### src/rtl/sfd_pkg.sv
package sfd_pkg;

  localparam int unsigned AddrWidth = 4;
  localparam int unsigned DataWidth = 32;

  localparam logic [7:0] PreambleFirst  = 8'h55;
  localparam logic [7:0] PreambleSecond = 8'hAA;

  localparam logic [15:0] MaxLengthReset = 16'd260;
  localparam logic [7:0]  VersionAReset  = 8'h00;
  localparam logic [7:0]  VersionBReset  = 8'h03;

  // Register indexes, taken from paddr[3:2]
  localparam logic [1:0] RegMaxLength = 2'd0;
  localparam logic [1:0] RegVersionA  = 2'd1;
  localparam logic [1:0] RegVersionB  = 2'd2;

  // Result kinds
  localparam logic [1:0] KindPayload = 2'd0;
  localparam logic [1:0] KindSumGood = 2'd1;
  localparam logic [1:0] KindSumBad  = 2'd2;

  typedef struct packed {
    logic [15:0] max_length;
    logic [7:0]  version_a;
    logic [7:0]  version_b;
  } cfg_t;

endpackage

### src/rtl/sfd_cfg_regs.sv
module sfd_cfg_regs (
  input  logic                         clk_i,
  input  logic                         rst_ni,
  input  logic                         psel,
  input  logic                         penable,
  input  logic                         pwrite,
  input  logic [sfd_pkg::AddrWidth-1:0] paddr,
  input  logic [sfd_pkg::DataWidth-1:0] pwdata,
  output logic [sfd_pkg::DataWidth-1:0] prdata,
  output logic                         pready,
  output sfd_pkg::cfg_t                cfg_o
);
  import sfd_pkg::*;

  cfg_t       cfg_q, cfg_d;
  logic       wr_en;
  logic [1:0] reg_idx;

  assign pready  = 1'b1;
  assign wr_en   = psel && penable && pwrite;
  assign reg_idx = paddr[3:2];

  always_comb begin
    cfg_d = cfg_q;
    if (wr_en) begin
      unique case (reg_idx)
        RegMaxLength: cfg_d.max_length = pwdata[15:0];
        RegVersionA:  cfg_d.version_a  = pwdata[7:0];
        RegVersionB:  cfg_d.version_b  = pwdata[7:0];
        default:      cfg_d = cfg_q;
      endcase
    end
  end

  always_ff @(posedge clk_i or negedge rst_ni) begin
    if (!rst_ni) begin
      cfg_q.max_length <= MaxLengthReset;
      cfg_q.version_a  <= VersionAReset;
      cfg_q.version_b  <= VersionBReset;
    end else begin
      cfg_q <= cfg_d;
    end
  end

  always_comb begin
    unique case (reg_idx)
      RegMaxLength: prdata = {16'd0, cfg_q.max_length};
      RegVersionA:  prdata = {24'd0, cfg_q.version_a};
      RegVersionB:  prdata = {24'd0, cfg_q.version_b};
      default:      prdata = '0;
    endcase
  end

  assign cfg_o = cfg_q;

endmodule

### src/rtl/sfd_parser.sv
module sfd_parser (
  input  logic          clk_i,
  input  logic          rst_ni,
  input  sfd_pkg::cfg_t cfg_i,
  input  logic          in_valid_i,
  output logic          in_stall_o,
  input  logic [7:0]    serial_byte_i,
  output logic          out_valid_o,
  input  logic          out_stall_i,
  output logic [1:0]    kind_o,
  output logic [7:0]    data_byte_o,
  output logic [15:0]   byte_index_o,
  output logic [7:0]    command_o,
  output logic [7:0]    version_o,
  output logic [15:0]   length_o,
  output logic          version_ok_o,
  output logic          frame_end_o
);
  import sfd_pkg::*;

  localparam logic [2:0] PhHunt1 = 3'd0;
  localparam logic [2:0] PhHunt2 = 3'd1;
  localparam logic [2:0] PhVer   = 3'd2;
  localparam logic [2:0] PhCmd   = 3'd3;
  localparam logic [2:0] PhLenH  = 3'd4;
  localparam logic [2:0] PhLenL  = 3'd5;
  localparam logic [2:0] PhData  = 3'd6;
  localparam logic [2:0] PhSum   = 3'd7;

  logic [2:0]  phase_q, phase_d;
  logic [7:0]  sum_q, sum_d;
  logic [7:0]  ver_q, ver_d;
  logic [7:0]  cmd_q, cmd_d;
  logic [15:0] len_q, len_d;
  logic [15:0] cnt_q, cnt_d;
  logic [15:0] cnt_inc;
  logic [15:0] len_full;

  logic        accept;
  logic        emit;
  logic [1:0]  kind_new;
  logic [15:0] index_new;
  logic        ver_ok;

  logic        out_valid_q, out_valid_d;
  logic [1:0]  kind_q;
  logic [7:0]  data_q;
  logic [15:0] index_q;
  logic [7:0]  out_cmd_q;
  logic [7:0]  out_ver_q;
  logic [15:0] out_len_q;
  logic        ver_ok_q;
  logic        end_q;

  assign in_stall_o = out_valid_q && out_stall_i;
  assign accept     = in_valid_i && !in_stall_o;
  assign cnt_inc    = cnt_q + 16'd1;
  assign len_full   = {len_q[15:8], serial_byte_i};
  assign ver_ok     = (ver_q == cfg_i.version_a) || (ver_q == cfg_i.version_b);

  always_comb begin
    phase_d   = phase_q;
    sum_d     = sum_q;
    ver_d     = ver_q;
    cmd_d     = cmd_q;
    len_d     = len_q;
    cnt_d     = cnt_q;
    emit      = 1'b0;
    kind_new  = KindPayload;
    index_new = cnt_q;
    unique case (phase_q)
      PhHunt1: begin
        if (serial_byte_i == PreambleFirst) begin
          sum_d   = serial_byte_i;
          phase_d = PhHunt2;
        end
      end
      PhHunt2: begin
        if (serial_byte_i == PreambleSecond) begin
          sum_d   = sum_q + serial_byte_i;
          phase_d = PhVer;
        end else if (serial_byte_i != PreambleFirst) begin
          phase_d = PhHunt1;
        end
      end
      PhVer: begin
        ver_d   = serial_byte_i;
        sum_d   = sum_q + serial_byte_i;
        phase_d = PhCmd;
      end
      PhCmd: begin
        cmd_d   = serial_byte_i;
        sum_d   = sum_q + serial_byte_i;
        phase_d = PhLenH;
      end
      PhLenH: begin
        len_d   = {serial_byte_i, 8'd0};
        sum_d   = sum_q + serial_byte_i;
        phase_d = PhLenL;
      end
      PhLenL: begin
        len_d = len_full;
        sum_d = sum_q + serial_byte_i;
        cnt_d = '0;
        if (len_full > cfg_i.max_length) begin
          phase_d = PhHunt1;
        end else if (len_full == 16'd0) begin
          phase_d = PhSum;
        end else begin
          phase_d = PhData;
        end
      end
      PhData: begin
        emit  = 1'b1;
        sum_d = sum_q + serial_byte_i;
        cnt_d = cnt_inc;
        if (cnt_inc >= len_q) begin
          phase_d = PhSum;
        end
      end
      PhSum: begin
        emit      = 1'b1;
        kind_new  = (serial_byte_i == sum_q) ? KindSumGood : KindSumBad;
        index_new = '0;
        phase_d   = PhHunt1;
      end
      default: phase_d = PhHunt1;
    endcase
  end

  always_ff @(posedge clk_i or negedge rst_ni) begin
    if (!rst_ni) begin
      phase_q <= PhHunt1;
      sum_q   <= '0;
      ver_q   <= '0;
      cmd_q   <= '0;
      len_q   <= '0;
      cnt_q   <= '0;
    end else if (accept) begin
      phase_q <= phase_d;
      sum_q   <= sum_d;
      ver_q   <= ver_d;
      cmd_q   <= cmd_d;
      len_q   <= len_d;
      cnt_q   <= cnt_d;
    end
  end

  always_comb begin
    out_valid_d = out_valid_q;
    if (!out_valid_q || !out_stall_i) begin
      out_valid_d = accept && emit;
    end
  end

  always_ff @(posedge clk_i or negedge rst_ni) begin
    if (!rst_ni) begin
      out_valid_q <= 1'b0;
    end else begin
      out_valid_q <= out_valid_d;
    end
  end

  always_ff @(posedge clk_i) begin
    if (accept && emit) begin
      kind_q    <= kind_new;
      data_q    <= serial_byte_i;
      index_q   <= index_new;
      out_cmd_q <= cmd_q;
      out_ver_q <= ver_q;
      out_len_q <= len_q;
      ver_ok_q  <= ver_ok;
      end_q     <= (phase_q == PhSum);
    end
  end

  assign out_valid_o  = out_valid_q;
  assign kind_o       = kind_q;
  assign data_byte_o  = data_q;
  assign byte_index_o = index_q;
  assign command_o    = out_cmd_q;
  assign version_o    = out_ver_q;
  assign length_o     = out_len_q;
  assign version_ok_o = ver_ok_q;
  assign frame_end_o  = end_q;

endmodule

### src/rtl/serial_frame_deframer.sv
// An accepted payload or checksum byte reaches the output register as a result beat in the next cycle.
// Throughput: one input beat per cycle while not stalled; the output register refills in the cycle it drains.
// Input stalls only while a result waits in the output register and the sink stalls.
// Reset (rst_ni low, asynchronous): parser hunts for the first preamble byte, sums and
// header fields clear, output register empties, and the configuration registers return
// to max_length 260, accepted versions 0x00 and 0x03.
module serial_frame_deframer (
  input  logic                          clk_i,
  input  logic                          rst_ni,
  // configuration port
  input  logic                          psel,
  input  logic                          penable,
  input  logic                          pwrite,
  input  logic [sfd_pkg::AddrWidth-1:0] paddr,
  input  logic [sfd_pkg::DataWidth-1:0] pwdata,
  output logic [sfd_pkg::DataWidth-1:0] prdata,
  output logic                          pready,
  // received bytes
  input  logic                          in_valid_i,
  output logic                          in_stall_o,
  input  logic [7:0]                    serial_byte_i,
  // result beats
  output logic                          out_valid_o,
  input  logic                          out_stall_i,
  output logic [1:0]                    kind_o,
  output logic [7:0]                    data_byte_o,
  output logic [15:0]                   byte_index_o,
  output logic [7:0]                    command_o,
  output logic [7:0]                    version_o,
  output logic [15:0]                   length_o,
  output logic                          version_ok_o,
  output logic                          frame_end_o
);
  import sfd_pkg::*;

  // Live register values; the user must write them only while the parser is idle, the block does not enforce it.
  cfg_t cfg;

  // Register file: max_length at 0x0, accepted_version_a at 0x4,
  // accepted_version_b at 0x8. Writes land on the access phase.
  sfd_cfg_regs u_cfg_regs (
    .clk_i   (clk_i),
    .rst_ni  (rst_ni),
    .psel    (psel),
    .penable (penable),
    .pwrite  (pwrite),
    .paddr   (paddr),
    .pwdata  (pwdata),
    .prdata  (prdata),
    .pready  (pready),
    .cfg_o   (cfg)
  );

  // Parser: the phase register and frame header fields advance on each
  // accepted beat; payload bytes and the checksum verdict go to the output
  // register. Frames over max_length are dropped without any result beat.
  sfd_parser u_parser (
    .clk_i         (clk_i),
    .rst_ni        (rst_ni),
    .cfg_i         (cfg),
    .in_valid_i    (in_valid_i),
    .in_stall_o    (in_stall_o),
    .serial_byte_i (serial_byte_i),
    .out_valid_o   (out_valid_o),
    .out_stall_i   (out_stall_i),
    .kind_o        (kind_o),
    .data_byte_o   (data_byte_o),
    .byte_index_o  (byte_index_o),
    .command_o     (command_o),
    .version_o     (version_o),
    .length_o      (length_o),
    .version_ok_o  (version_ok_o),
    .frame_end_o   (frame_end_o)
  );

endmodule

### config.mk
export PLATFORM = sky130hd
export DESIGN_NAME = serial_frame_deframer
export DESIGN_NICKNAME = d
export VERILOG_FILES = /design/src/rtl/sfd_pkg.sv /design/src/rtl/sfd_cfg_regs.sv /design/src/rtl/sfd_parser.sv /design/src/rtl/serial_frame_deframer.sv
export SDC_FILE = /design/constraint.sdc
export NUM_CORES = 1
export LEC_CHECK = 0
export BUFFER_PORTS_ARGS = -buffer_cell sky130_fd_sc_hd__buf_2
export CORE_UTILIZATION = 55
export DETAILED_ROUTE_END_ITERATION = 16
export GPL_TIMING_DRIVEN = 0
export HOLD_SLACK_MARGIN = 0.05
export PLACE_DENSITY = 0.85
export REMOVE_ABC_BUFFERS = 1
export SLEW_MARGIN = 20
export SYNTH_ARGS = -nofsm -noshare
export SYNTH_HDL_FRONTEND = slang
export SYNTH_SLANG_ARGS = --single-unit
### constraint.sdc
create_clock -name clk_i -period 5 [get_ports clk_i]
set_clock_uncertainty 0.15 [all_clocks]
set_input_delay 0 -clock clk_i [delete_from_list [all_inputs] [get_ports clk_i]]
set_output_delay 0 -clock clk_i [all_outputs]
set_load 0.005 [all_outputs]
; ---- Word level (Yosys, flattened, before mapping)
; Index checks and enable logic that the tools add are counted.
[totals]
register_bits = 152
output_inout_bits = 95
input_bits = 51
word_cells = 86
[op_classes]
reduce_logical = 28
order_cmp = 2
n_eq_ne = 19
n_addsub = 2
bitwise_logic = 1
mux = 15
[ops]
columns = op, n
row1 = $pmux 16 s2, 2
row2 = $pmux 16 s3, 1
row3 = $eq 8x8->1, 3
row4 = $pmux 3 s8, 1
row5 = $pmux 8 s3, 1
row6 = $add 16x1->16 const B, 1
row7 = $ge 16x16->1, 1
row8 = $gt 16x16->1, 1
row9 = $logic_not 16->1, 1
row10 = $mux 8, 2
row11 = $mux 3, 5
row12 = $reduce_and 2->1, 7
row13 = $eq 3x3->1 const B, 4
row14 = $add 8x8->8, 1
row15 = $eq 8x7->1 const B, 1
row16 = $eq 8x8->1 const B, 1
row17 = $ne 8x7->1 const B, 1
row18 = $reduce_and 4->1, 2
row19 = $eq 3x2->1 const B, 2
row20 = $ne 2x1->1 const B, 3
row21 = $logic_and 1x1->1, 5
row22 = $reduce_or 5->1, 1
row23 = $reduce_bool 2->1, 2
row24 = $eq 3x1->1 const B, 1
row25 = 13 further kinds, 17

; ---- Longest topological paths before layout
[logic_depth]
word_depth = 4
mapped_depth = 13
mapped_depth_nobuf = 12

; ---- Cells and area by module
; Synthesis repeated with hierarchy kept, for this count alone.
[unflattened]
hier_cells = 652
area_unflattened_um2 = 7621.1
[modules_own_cells]
columns = module, n_inst, cells_per_inst, area_each_um2, seq_area_each_um2
row1 = sfd_parser, 1, 527, 6014.5, 3303.2
row2 = sfd_cfg_regs, 1, 125, 1606.5, 805.8

; ---- Worst setup path before layout
; Ideal clock, no wire load.
[synth_timing]
path_type = register -> register
start = register u_parser.phase_q[2]
end = register u_parser.index_q[0] (netlist: u_parser.byte_index_o[0]) (enable)
required_time_ns = 4.372
n_path_buf = 1
setup_time_ns = 0.478
synth_period_minus_slack_ns = 3.875
slack_ns = 1.125
stages_incl_launch_ff = 4
arrival_ns = 3.247
cell_sequence = dfrtp_1 clkbuf_1 nand2_1 nor2_1
[synth_between]
elab_chain_len = 4
word_cells_on_any_way = 5
cone_classes = eq/ne (2) / mux (1) / reduce/logical (2)
[synth_lines]
columns = element, line
row1 = start: declaration, sfd_parser.sv:30  ; logic [2:0] phase_q, phase_d;
row2 = start signal: assignment, sfd_parser.sv:133  ; phase_q <= PhHunt1;
row3 = start signal: assignment, sfd_parser.sv:140  ; phase_q <= phase_d;
row4 = $eq 3x3->1, sfd_parser.sv:71  ; unique case (phase_q)
row5 = $reduce_or 2->1 (no source line) (*), -
row6 = $mux 1 (*), sfd_parser.sv:71
row7 = $logic_and 1x1->1 (*), sfd_parser.sv:165  ; if (accept && emit) begin
row8 = end signal: assignment, sfd_parser.sv:168  ; index_q <= index_new;
row9 = end: declaration, sfd_parser.sv:48  ; logic [15:0] index_q;
; Mark *: on every way between the ends. The rest lies on a longest branch, timed or not.
; A chain may end at the register's enable or synchronous reset.

; ---- Final worst setup path
[layout_timing]
start = register u_parser.cnt_q[0]
end = register u_parser.phase_q[0]
[layout_between]
elab_chain_len = 4
[layout_lines]
columns = element, line
row1 = start: declaration, sfd_parser.sv:35  ; logic [15:0] cnt_q, cnt_d;
row2 = start signal: assignment, sfd_parser.sv:145  ; cnt_q <= cnt_d;
row3 = $add 16x1->16, sfd_parser.sv:57  ; assign cnt_inc = cnt_q + 16'd1;
row4 = $ge 16x16->1, sfd_parser.sv:117  ; if (cnt_inc >= len_q) begin
row5 = $ne 2x1->1 (no source line), -
row6 = $reduce_and 4->1 (no source line), -
; Every way passes these cells.

==> flow_metrics.tcl <==
set metrics [dict create \
    layout-drive-gt1-share_pct 21.8 \
    drc 0 \
    gp_congestion 0.852 \
    synth_cells 699 \
    row_count 42 \
    p_leak_nw 4.29 \
    insertion_delay_ps 440 \
    crit_path_end_kind "flop" \
    grt_pass1_wl_mm 28.8 \
    async_flop_share_pct 60.5 \
    yosys_most_used_dff "dfrtp_1" \
    synth.ff_latch_count 152 \
    maxCapViolCount 0 \
    tns_ps 0 \
    dp_cells 963 \
    initial_core_util_pct 56.7 \
    period_share_pct 72.5 \
    path_clk_slew_ps 60 \
    cts_buffers 17 \
    drtAntennaViolNets 0 \
    clockBufferDepth 2 \
    maxSlewHeadroom_pct 47.9 \
    rsz0062_at_grt "no" \
    critPathKind "flop to flop" \
    dr.pass1.iters 5 \
    wl_met3_mm 1.01 \
    highest_layer "met4" \
    vias_per_cell 5.64 \
    intPower_w 0.00284 \
    required_ps 5160 \
    grt_max_degree 61 \
    status "completed" \
    cp.arrival_ps 3780 \
    hold_viol_final 0 \
    num_vias 5848 \
    grt_pass1_vias 5829 \
    worst_pin_slew_ps 779 \
    dieWidth_um 119 \
    grt_overflow_total 0 \
    synth_edf_count 60 \
    p_switching_w 0.00121 \
    portBuffers 110 \
    layout.cells.non_filler 1037 \
    max_freq_mhz 276 \
    cts_tree "done" \
    combPwrFrac_pct 23.7 \
    die_y_um 119 \
    p_sw_share_pct 29.9 \
    ys_types 54 \
    irDropWorstVdd_uv 293 \
    dieArea_um2 14200 \
    wl_per_cell_um 17.2 \
    p_per_area_nw_per_um2 433 \
    clock_sinks 152 \
    nets 940 \
    ys_warn_count 0 \
    setup_viol 0 \
    fill_cells 922 \
    n_antenna_cell 0 \
    seqPwrFrac_pct 42.1 \
    avgSynthCellArea_um2 10.8 \
    wl_met2_mm 8.80 \
    syn_area_um2 7570 \
    area_delta_synth_final_pct 23.5 \
    drt-total-wl_mm 17.9 \
    core-area_um2 13300 \
    htreeDepth 4 \
    yosysSeqAreaShare_pct 54.3 \
    fin_crit_ps 3630 \
    drtIter0Drc 457 \
    final_common_cell "buf_2" \
    m1WireLength_mm 7.33 \
    grtUsageTotal_pct 26.8 \
    p_clk_share_pct 34.2 \
    final_cell_mix "109 x buf_2, 99 x nand2_1, 88 x dfrtp_1" \
    critPathLaunchType "flop" \
    cts_root_buffer "clkbuf_16" \
    cp_max_fo 7 \
    cts_setup_buffers 0 \
    num_io_pins 146 \
    antenna_found_initial 0 \
    hpwlAfterDp_mm 11.3 \
    hold_class "input pin to flop" \
    drv_slew 0 \
]
cell usage after synthesis (15+ instances only):
cell      instances  area [um2]
o21ai_0          57         285
clkbuf_1         21        78.8
buf_4            17         128
edfxtp_1         60        1800
xnor2_1          26         228
a21oi_1          16        80.1
mux2_2           31         349
nor2_1           29         109
and2_1           17         106
nor3_1           15        75.1
nand3_1          27         135
dfrtp_1          88        2200
ha_1             40         500
nand2_1          99         372
inv_1            40         150
kinds of logic after synthesis:
family                     synth area share (%)
buffers and inverters                      5.12
DFF                                        54.3
AOI/OAI and AO/OA                          9.12
xor gates and xnor gates                   4.16
other                                    0.0992
and+or+nand+nor                            14.7
adders and majority gates                  6.87
muxes                                      5.67
through the flow:
step / utilization (%) / total power (W) / setup WS (ps) / cell area, um2 / hold slack, ps
6_report: 70.1 / 0.00405 / 1370 / 9350 / 125
5_1_grt: 70.1 / 0.00426 / 957 / 9350 / 132
4_1_cts: 70.1 / 0.00404 / 1390 / 9350 / 104
3_5_place_dp: 62.1 / 0.00263 / 1560 / 8290 / -242
3_3_place_gp: 61.1 / 0.00257 / 53.4 / 8160 / 54.6
2_1_floorplan: - / 0.00234 / 1240 / 7390 / -446
routing by layer:
layer	global-route usage, %	up-vias
met2	43.8	242
li1	-	2717
met5	0	-
met3	5.22	61
met1	33.5	2828
met4	15.1	0
flip-flops by register name, summed over array words and instances (netlist names):
name and flops:
u_cfg_regs.cfg_o 32, u_parser.byte_index_o 16, u_parser.cmd_q 8, u_parser.cnt_q 16, u_parser.command_o 8, u_parser.data_byte_o 8
u_parser.frame_end_o 1, u_parser.kind_o 2, u_parser.len_q 16, u_parser.length_o 16, u_parser.out_valid_o 1, u_parser.phase_q 3
u_parser.sum_q 8, u_parser.ver_q 8, u_parser.version_o 8, u_parser.version_ok_o 1
worst paths after layout:
check	startpoint	to	slack, ps	cells past startpoint
min in group asynchronous	rst_ni	u_cfg_regs.cfg_o[18]$_DFFE_PN1P_	530	3
max in group asynchronous	rst_ni	u_cfg_regs.cfg_o[24]$_DFFE_PN1P_	3810	4
hold reg to reg	u_parser.cmd_q[2]$_DFFE_PN0P_	u_parser.command_o[2]$_DFFE_PP_	300	0
setup reg to reg	u_parser.cnt_q[0]$_DFFE_PN0P_	u_parser.phase_q[0]$_DFFE_PN0P_	1370	12
setup / recovery	u_parser.cnt_q[0]$_DFFE_PN0P_	u_parser.phase_q[0]$_DFFE_PN0P_	1370	12
hold / removal	paddr[3]	u_cfg_regs.cfg_o[5]$_DFFE_PN0P_	120	3
timing repair:
item,CTS,global route
endpoints found under the hold margin,171,0
resized for setup,0,0
hold buffers,42,0
power by group through the flow:
stage                     clock network [W]  logic [W]  registers [W]
after CTS                           0.00139   0.000957        0.00170
final                               0.00139   0.000960        0.00171
after global routing                0.00144    0.00109        0.00173
after floorplan                           0   0.000687        0.00165
after global placement                    0   0.000857        0.00171
after detailed placement                  0   0.000909        0.00172
cell type report:
cell class	count	area (um2)	share of cell area (%)
Timing Repair Buffer	157	1090	11.6
Inverter	40	150	1.61
Sequential cell	152	4110	43.9
Tap cell	176	220	2.35
Clock buffer	25	497	5.31
Clock inverter	7	140	1.50
Multi-Input combinational cell	480	3150	33.7
worst max-delay path, stage by stage (launching register included):
cell and delay [ps]:
dfrtp_1 470, ha_1 230, nand3_1 160, nor3_1 640, nand3_1 240, xnor2_1 280
ha_1 300, nand4_1 130, nor3_1 90, a2111oi_0 340, o21ai_0 150, o21ai_0 230
a2bb2oi_1 90
Note: power is estimated with default switching activity, not from simulation.
